`config.mk`:
```
export PLATFORM = sky130hd
export DESIGN_NAME = periodic_task_scheduler_unit
export DESIGN_NICKNAME = d
export VERILOG_FILES = /design/src/pts_pkg.sv /design/src/periodic_task_scheduler_unit.sv /design/src/pts_ram.sv
export SDC_FILE = /design/constraint.sdc
export NUM_CORES = 2
export LEC_CHECK = 0
export BUFFER_PORTS_ARGS = -buffer_cell sky130_fd_sc_hd__clkbuf_2
export CAP_MARGIN = 20
export CORE_MARGIN = 4
export CORE_UTILIZATION = 50
export CTS_BUF_LIST = sky130_fd_sc_hd__clkbuf_4 sky130_fd_sc_hd__clkbuf_8
export CTS_CLUSTER_SIZE = 28
export DETAILED_ROUTE_END_ITERATION = 16
export PLACE_DENSITY_LB_ADDON = 0.15
export SYNTH_ARGS = -nofsm -noshare
export SYNTH_HDL_FRONTEND = slang
export SYNTH_HIERARCHICAL = 1
export SYNTH_SLANG_ARGS = --single-unit
```
`constraint.sdc`:
```
create_clock -name clk -period 6.9 [get_ports clk]
set_input_delay 0.345 -clock clk [delete_from_list [all_inputs] [get_ports clk]]
set_output_delay 0.345 -clock clk [all_outputs]
set_load 0.02 [all_outputs]
```
`src/pts_pkg.sv`:
```
// ============================================================================
// pts_pkg - shared types and constants of the periodic task scheduler
// Command and result beat layouts, result kinds, status codes, slot limits.
// ============================================================================
`default_nettype none

package pts_pkg;

    // Slot table limits: a task id is 4 bits, so at most 16 slots
    localparam int SLOT_ROOM     = 16;
    localparam int NUM_SLOTS_DEF = 16;
    localparam int TIME_W        = 32;
    localparam int TASK_ID_W     = 4;

    // Command codes
    localparam logic CMD_RUN = 1'b0;
    localparam logic CMD_ADD = 1'b1;

    // Add answer status codes
    localparam logic STATUS_OK   = 1'b0;
    localparam logic STATUS_FULL = 1'b1;

    // Result kinds
    typedef enum logic [1:0] {
        KIND_FIRED = 2'd0,
        KIND_ADD   = 2'd1,
        KIND_DONE  = 2'd2
    } pts_kind_t;

    // Command beat
    typedef struct packed {
        logic              cmd;
        logic [TIME_W-1:0] now_time;
        logic [TIME_W-1:0] task_period;
        logic              repeats;
        logic              start_enabled;
    } pts_req_t;

    // Result beat
    typedef struct packed {
        pts_kind_t            kind;
        logic [TASK_ID_W-1:0] task_id;
        logic                 status;
        logic                 last;
    } pts_rsp_t;

endpackage

`default_nettype wire

```
`src/periodic_task_scheduler_unit.sv`:
```
// ============================================================================
// periodic_task_scheduler_unit - slot table scheduler for periodic tasks
// Adds tasks to a slot table and scans it at a given time, firing due tasks.
// ============================================================================
// A command beat is taken when start is high and busy is low. An add command
// answers in the next cycle with the slot index or a table-full status. A run
// command holds busy through its scan of the slots in use and the done state
// (busy stays low for a run on an empty table, which answers done in the next
// cycle): the slot memory (period and due time) has one read port, so the scan
// visits one slot per cycle, reading the next slot while it writes back the due
// time of the current one if it fires, and the done state closes the run.
// Results come at most one per cycle on result with result_valid high for exactly
// one cycle; they cannot be held off. A run gives one fired result per due
// task, then a done result marked last. The table holds NUM_SLOTS slots,
// clamped to 1..16.
`default_nettype none

module periodic_task_scheduler_unit #(
    parameter int NUM_SLOTS = pts_pkg::NUM_SLOTS_DEF
) (
    input  wire logic             clk,
    input  wire logic             rst_n,
    input  wire logic             start,
    output logic                  busy,
    input  wire pts_pkg::pts_req_t request,
    output logic                  result_valid,
    output pts_pkg::pts_rsp_t     result
);

    import pts_pkg::*;

    localparam int SLOT_CAP = (NUM_SLOTS < 1) ? 1 :
                              ((NUM_SLOTS > SLOT_ROOM) ? SLOT_ROOM : NUM_SLOTS);
    localparam int IDX_W    = (SLOT_CAP > 1) ? $clog2(SLOT_CAP) : 1;
    localparam int CNT_W    = $clog2(SLOT_CAP + 1);
    localparam int ENTRY_W  = 2 * TIME_W;

    typedef enum logic [2:0] {
        ST_IDLE = 3'b001,
        ST_SCAN = 3'b010,
        ST_DONE = 3'b100
    } pts_state_t;

    pts_state_t           state_reg, state_next;
    logic [IDX_W-1:0]     scan_idx_reg, scan_idx_next;
    logic [CNT_W-1:0]     slots_used_reg, slots_used_next;
    logic [TIME_W-1:0]    last_time_reg, last_time_next;
    logic [SLOT_CAP-1:0]  enabled_reg, enabled_next;
    logic [SLOT_CAP-1:0]  periodic_reg, periodic_next;
    logic                 result_valid_reg, result_valid_next;
    pts_rsp_t             result_reg, result_next;

    // Slot memory port signals; entry = {period, due}
    logic                 ram_we;
    logic [IDX_W-1:0]     ram_waddr;
    logic [ENTRY_W-1:0]   ram_wdata;
    logic                 ram_re;
    logic [IDX_W-1:0]     ram_raddr;
    logic [ENTRY_W-1:0]   ram_rdata;
    logic [TIME_W-1:0]    rd_period;
    logic [TIME_W-1:0]    rd_due;
    logic                 fire;
    logic [CNT_W-1:0]     scan_idx_inc;

    pts_ram #(
        .WIDTH (ENTRY_W),
        .DEPTH (SLOT_CAP),
        .ADDR_W(IDX_W)
    ) u_slot_ram (
        .clk  (clk),
        .we   (ram_we),
        .waddr(ram_waddr),
        .wdata(ram_wdata),
        .re   (ram_re),
        .raddr(ram_raddr),
        .rdata(ram_rdata)
    );

    assign rd_period    = ram_rdata[ENTRY_W-1:TIME_W];
    assign rd_due       = ram_rdata[TIME_W-1:0];
    assign scan_idx_inc = CNT_W'(scan_idx_reg) + CNT_W'(1);

    // Slot under scan is due
    assign fire = enabled_reg[scan_idx_reg] && (last_time_reg >= rd_due);

    // Command decode and scan sequencer
    always_comb
    begin
        state_next        = state_reg;
        scan_idx_next     = scan_idx_reg;
        slots_used_next   = slots_used_reg;
        last_time_next    = last_time_reg;
        enabled_next      = enabled_reg;
        periodic_next     = periodic_reg;
        result_valid_next = 1'b0;
        result_next       = result_reg;
        ram_we            = 1'b0;
        ram_waddr         = scan_idx_reg;
        ram_wdata         = {rd_period, last_time_reg + rd_period};
        ram_re            = 1'b0;
        ram_raddr         = scan_idx_reg;

        unique case (state_reg)
            ST_IDLE:
            begin
                if (start)
                begin
                    if (request.cmd == CMD_ADD)
                    begin
                        result_valid_next   = 1'b1;
                        result_next.kind    = KIND_ADD;
                        result_next.last    = 1'b1;
                        if (slots_used_reg < CNT_W'(SLOT_CAP))
                        begin
                            ram_we    = 1'b1;
                            ram_waddr = slots_used_reg[IDX_W-1:0];
                            ram_wdata = {request.task_period,
                                         last_time_reg + request.task_period};
                            enabled_next[slots_used_reg[IDX_W-1:0]] =
                                request.start_enabled;
                            periodic_next[slots_used_reg[IDX_W-1:0]] =
                                request.repeats;
                            slots_used_next     = slots_used_reg + CNT_W'(1);
                            result_next.task_id = TASK_ID_W'(slots_used_reg);
                            result_next.status  = STATUS_OK;
                        end
                        else
                        begin
                            result_next.task_id = '0;
                            result_next.status  = STATUS_FULL;
                        end
                    end
                    else
                    begin
                        last_time_next = request.now_time;
                        if (slots_used_reg == '0)
                        begin
                            result_valid_next   = 1'b1;
                            result_next.kind    = KIND_DONE;
                            result_next.task_id = '0;
                            result_next.status  = STATUS_OK;
                            result_next.last    = 1'b1;
                        end
                        else
                        begin
                            ram_re        = 1'b1;
                            ram_raddr     = '0;
                            scan_idx_next = '0;
                            state_next    = ST_SCAN;
                        end
                    end
                end
            end

            ST_SCAN:
            begin
                // evaluate the slot read last cycle, write back if it fires
                if (fire)
                begin
                    ram_we              = 1'b1;
                    result_valid_next   = 1'b1;
                    result_next.kind    = KIND_FIRED;
                    result_next.task_id = TASK_ID_W'(scan_idx_reg);
                    result_next.status  = STATUS_OK;
                    result_next.last    = 1'b0;
                    if (!periodic_reg[scan_idx_reg])
                    begin
                        enabled_next[scan_idx_reg] = 1'b0;
                    end
                end
                // fetch the next slot, or close the run
                if (scan_idx_inc < slots_used_reg)
                begin
                    ram_re        = 1'b1;
                    ram_raddr     = scan_idx_inc[IDX_W-1:0];
                    scan_idx_next = scan_idx_inc[IDX_W-1:0];
                end
                else
                begin
                    state_next = ST_DONE;
                end
            end

            ST_DONE:
            begin
                result_valid_next   = 1'b1;
                result_next.kind    = KIND_DONE;
                result_next.task_id = '0;
                result_next.status  = STATUS_OK;
                result_next.last    = 1'b1;
                state_next          = ST_IDLE;
            end

            default:
            begin
                state_next = ST_IDLE;
            end
        endcase
    end

    // Control state
    always_ff @(posedge clk or negedge rst_n)
    begin
        if (!rst_n)
        begin
            state_reg        <= ST_IDLE;
            scan_idx_reg     <= '0;
            slots_used_reg   <= '0;
            last_time_reg    <= '0;
            enabled_reg      <= '0;
            periodic_reg     <= '0;
            result_valid_reg <= 1'b0;
        end
        else
        begin
            state_reg        <= state_next;
            scan_idx_reg     <= scan_idx_next;
            slots_used_reg   <= slots_used_next;
            last_time_reg    <= last_time_next;
            enabled_reg      <= enabled_next;
            periodic_reg     <= periodic_next;
            result_valid_reg <= result_valid_next;
        end
    end

    // Result payload
    always_ff @(posedge clk)
    begin
        result_reg <= result_next;
    end

    assign busy         = (state_reg != ST_IDLE);
    assign result_valid = result_valid_reg;
    assign result       = result_reg;

    // Scan index stays inside the used part of the table
    assert property (@(posedge clk) disable iff (!rst_n)
        (state_reg == ST_SCAN) |-> (CNT_W'(scan_idx_reg) < slots_used_reg))
        else $error("scan index beyond used slots");

    // Closing a run always yields a done beat marked last
    assert property (@(posedge clk) disable iff (!rst_n)
        (state_reg == ST_DONE) |=>
            (result_valid && (result.kind == KIND_DONE) && result.last))
        else $error("run did not end with done beat");

    // A fired beat only comes out of the scan
    assert property (@(posedge clk) disable iff (!rst_n)
        (result_valid && (result.kind == KIND_FIRED)) |->
            ($past(state_reg) == ST_SCAN) && !result.last)
        else $error("fired beat outside of scan");

endmodule

`default_nettype wire

```
`src/pts_ram.sv`:
```
// ============================================================================
// pts_ram - generic single-write, single-read synchronous RAM
// One write port and one read port, read data registered.
// ============================================================================
`default_nettype none

module pts_ram #(
    parameter int WIDTH = 64,
    parameter int DEPTH = 16,
    parameter int ADDR_W = (DEPTH > 1) ? $clog2(DEPTH) : 1
) (
    input  wire logic              clk,
    input  wire logic              we,
    input  wire logic [ADDR_W-1:0] waddr,
    input  wire logic [WIDTH-1:0]  wdata,
    input  wire logic              re,
    input  wire logic [ADDR_W-1:0] raddr,
    output logic      [WIDTH-1:0]  rdata
);

    logic [WIDTH-1:0] mem_reg [DEPTH];

    // Write port
    always_ff @(posedge clk)
    begin
        if (we)
        begin
            mem_reg[waddr] <= wdata;
        end
    end

    // Registered read port
    always_ff @(posedge clk)
    begin
        if (re)
        begin
            rdata <= mem_reg[raddr];
        end
    end

endmodule

`default_nettype wire

```
==> results_dict.tcl <==
set metrics [dict create \
    syn-mean-instance-area_um2 18.0 \
    max_freq_mhz 187 \
    syn_area_um2 49000 \
    instances_no_fill 4429 \
    drcViolationCount 0 \
    fin_ws_ns 1.55 \
    synth-seq-area-share 0.711 \
    path_clk_slew_ns 0.06 \
    report.final.slew_viol_count 0 \
    slew_headroom 0.205 \
    dieWidth_um 321 \
    ys_types 74 \
    cts_buffer_depth 3 \
    powerDensity_nw_per_um2 329 \
    core_area_um2 97000 \
    min_path_type "input port to flip-flop" \
    fin_skew_ns 0.0390 \
    fill_cells 7422 \
    worstPathRequired_ns 7.42 \
    crit_top_cell "ha_1" \
    ios 80 \
    timing.rr.start "scan_idx_reg[0]" \
    worst_pin_slew_ns 1.19 \
    synthCells 2719 \
    drive_gt1_frac 0.265 \
    grt.total_usage 0.256 \
    ant_nets 0 \
    io_buffers 79 \
    r2r_slack_ns 1.55 \
    place_ws_ns 1.56 \
    peakVddDrop_mv 0.179 \
    async_flop_share 0.0656 \
    vias_per_cell 6.20 \
    ctsRootBufferMaster "clkbuf_8" \
    overflow 0 \
    critPathArrivalTime_ns 5.87 \
    start_util 0.505 \
    setup_viol 0 \
    antenna_found_initial 2 \
    clock_latency_ns 0.85 \
    place_congestion 0.926 \
    cts_tree "done" \
    largest_reg_flops 1024 \
    htree_levels 4 \
    place_inst 4037 \
    rsz0062_at_grt "false" \
    die_h_um 321 \
    cts_buffers 190 \
    first_global_vias 28248 \
    drt_wl_total_um 130000 \
    synth_edf_count 1096 \
    syn_nets 2897 \
    syn2layout_area_growth_pct 13.5 \
    wl_per_cell_um 29.4 \
    worstSetupStartpointType "flip-flop" \
    cp-end-kind "flip-flop" \
    vias 27455 \
    crit_chain "inv_1 > ha_1 > ha_1 > a21o_1 > a21oi_1 > nor2b_1 > o21ai_0 > nand2b_1 > and2_1 > or2_0 > a22o_4 > buf_4 > mux4_2 > a22oi_1 > nand2_1" \
    power.total_uw 18300 \
    grt_pass1_wl_um 191000 \
    setup.worst_path.start "scan_idx_reg[0]" \
    slowest_delay_ns 0.93 \
    status "complete, no violations" \
    hold_slack_ns 0.0832 \
    dr.pass1.iters 5 \
    max_cap_viol_count 0 \
    critical_path_class "flip-flop to flip-flop" \
    post-route-period-util 0.776 \
    min_period_ns 5.35 \
    crit_fanout 47 \
    hold_viol_final 0 \
    synth-seq-cells 1173 \
    post_cts_buffers 0 \
    final_nets 3177 \
    slowest_stage "dfrtp_1" \
    yosysWarnings 6 \
    grt_max_degree 68 \
    ys.flop_type "edfxtp_1" \
    drtIter0Drc 2938 \
    fin_setup_tns_ns 0 \
    leakagePower_uw 0.0188 \
    min_from "request[1]" \
    clock-sinks 1173 \
    num_rows 114 \
    die_area_um2 103000 \
    place_hpwl_um 77100 \
]
## final cells by class
class | instances | area (um^2) | area share
flip-flops and latches | 1173 | 34800 | 0.626
multi-input cells | 1363 | 13500 | 0.243
clock buffers | 244 | 3030 | 0.0544
repair buffers | 214 | 1690 | 0.0303
well taps | 1276 | 1600 | 0.0287
clock inverters | 100 | 723 | 0.0130
inverters | 57 | 215 | 0.00387
diodes | 2 | 5.00 | 0.0000900
## cells in the mapped netlist, types with 4 or more instances
| master | n | area share |
|---|---|---|
| buf_6 | 13 | 0.0030 |
| a22oi_1 | 128 | 0.020 |
| xnor2_1 | 36 | 0.0064 |
| buf_1 | 18 | 0.0014 |
| a21o_1 | 47 | 0.0072 |
| mux2_2 | 48 | 0.011 |
| clkbuf_1 | 69 | 0.0053 |
| o21ai_0 | 61 | 0.0062 |
| mux4_2 | 265 | 0.12 |
| buf_2 | 20 | 0.0020 |
| edfxtp_1 | 1096 | 0.67 |
| o22ai_1 | 13 | 0.0017 |
| and3_1 | 11 | 0.0014 |
| nand3_1 | 27 | 0.0028 |
| nand4_1 | 12 | 0.0015 |
| o21bai_1 | 7 | 0.0011 |
| o211ai_1 | 5 | 0.00077 |
| nor2_1 | 104 | 0.0080 |
| o31ai_1 | 9 | 0.0014 |
| o21a_1 | 12 | 0.0018 |
| nand3b_1 | 4 | 0.00061 |
| a31o_2 | 4 | 0.00071 |
| inv_1 | 56 | 0.0043 |
| dfrtp_1 | 76 | 0.039 |
| o21ai_1 | 8 | 0.00082 |
| a22o_1 | 6 | 0.0011 |
| nand2b_1 | 10 | 0.0013 |
| xor2_1 | 20 | 0.0036 |
| nor2b_1 | 13 | 0.0017 |
| nor4_1 | 14 | 0.0018 |
| a31oi_1 | 19 | 0.0024 |
| nor3_1 | 13 | 0.0013 |
| buf_4 | 6 | 0.00092 |
| and2_1 | 8 | 0.0010 |
| ha_1 | 106 | 0.027 |
| a21oi_1 | 67 | 0.0068 |
| nand2_1 | 228 | 0.017 |
| a211oi_1 | 6 | 0.00092 |
## power breakdown
part | switching, uW | internal, uW | total (uW)
Combinational | 2170 | 1430 | 3600
Sequential | 144 | 8630 | 8780
Clock | 2730 | 3220 | 5950
## metrics by stage
stage / util / cell area (um^2)
3_3_place_gp: 0.530 / 51400
3_5_place_dp: 0.530 / 51400
6_report: 0.573 / 55600
4_1_cts: 0.572 / 55500
5_1_grt: 0.573 / 55600
2_1_floorplan: - / 49000
## final timing paths
check                                  endpoint  cells after the start
max                        u_slot_ram/rdata[12]                     15
min                             periodic_reg[7]                      2
max reg2reg                u_slot_ram/rdata[12]                     15
min reg2reg                    periodic_reg[12]                      1
max in group asynchronous          result_valid                      4
min in group asynchronous       periodic_reg[7]                      4
## cell usage in the layout, fill, tap and decap left out, types with 8 or more instances in the layout
master,count
dfrtp_1,76
nand3_1,27
dlygate4sd3_1,36
o21ai_1,13
o22ai_1,13
a31oi_1,19
nand4_1,12
xor2_1,20
nand2_1,228
edfxtp_1,1096
bufinv_16,9
nor2b_1,10
xnor2_1,36
nand2b_1,10
clkinv_2,32
nor3_1,9
a21o_1,47
a21oi_1,67
ha_1,106
nor2_4,14
and3_1,11
buf_4,84
clkinv_1,50
o21ai_0,55
mux2_2,48
mux4_2,265
nor2_1,90
inv_1,55
clkbuf_2,78
o21a_1,12
o31ai_1,8
clkbuf_4,53
buf_12,13
clkbuf_8,191
a22oi_1,128
nor4_1,14
## logic make-up after synthesis
logic type | Yosys count | share of synthesized area
simple gates | 457 | 0.0408
mux | 316 | 0.133
flops | 1173 | 0.711
buf+inv | 183 | 0.0170
xor+xnor | 56 | 0.0100
fa+ha+maj | 108 | 0.0279
compound gates | 426 | 0.0599
## critical path, delay by kind of cell (launching register included)
kind | cells | cell delay (ns)
AOI/OAI and AO/OA | 5 | 1.36
adders and majority gates | 2 | 0.66
buffers and inverters | 2 | 0.65
DFF | 1 | 0.93
muxes | 1 | 0.36
and+or+nand+nor | 5 | 1.04
## what timing repair did
item,4_1_cts,5_1_grt
hold buffers,35,1
hold endpoints to repair,112,7
gates resized for setup,0,0
## per-layer routing
| metal | GRT usage | wire (um) | up-vias |
|---|---|---|---|
| li1 | - | - | 11603 |
| met1 | 0.368 | 55000 | 14372 |
| met2 | 0.403 | 61200 | 1262 |
| met3 | 0.0503 | 10500 | 218 |
| met4 | 0.0765 | 3340 | 0 |
| met5 | 0 | 0 | - |
Power figures use the tool's default switching activity.
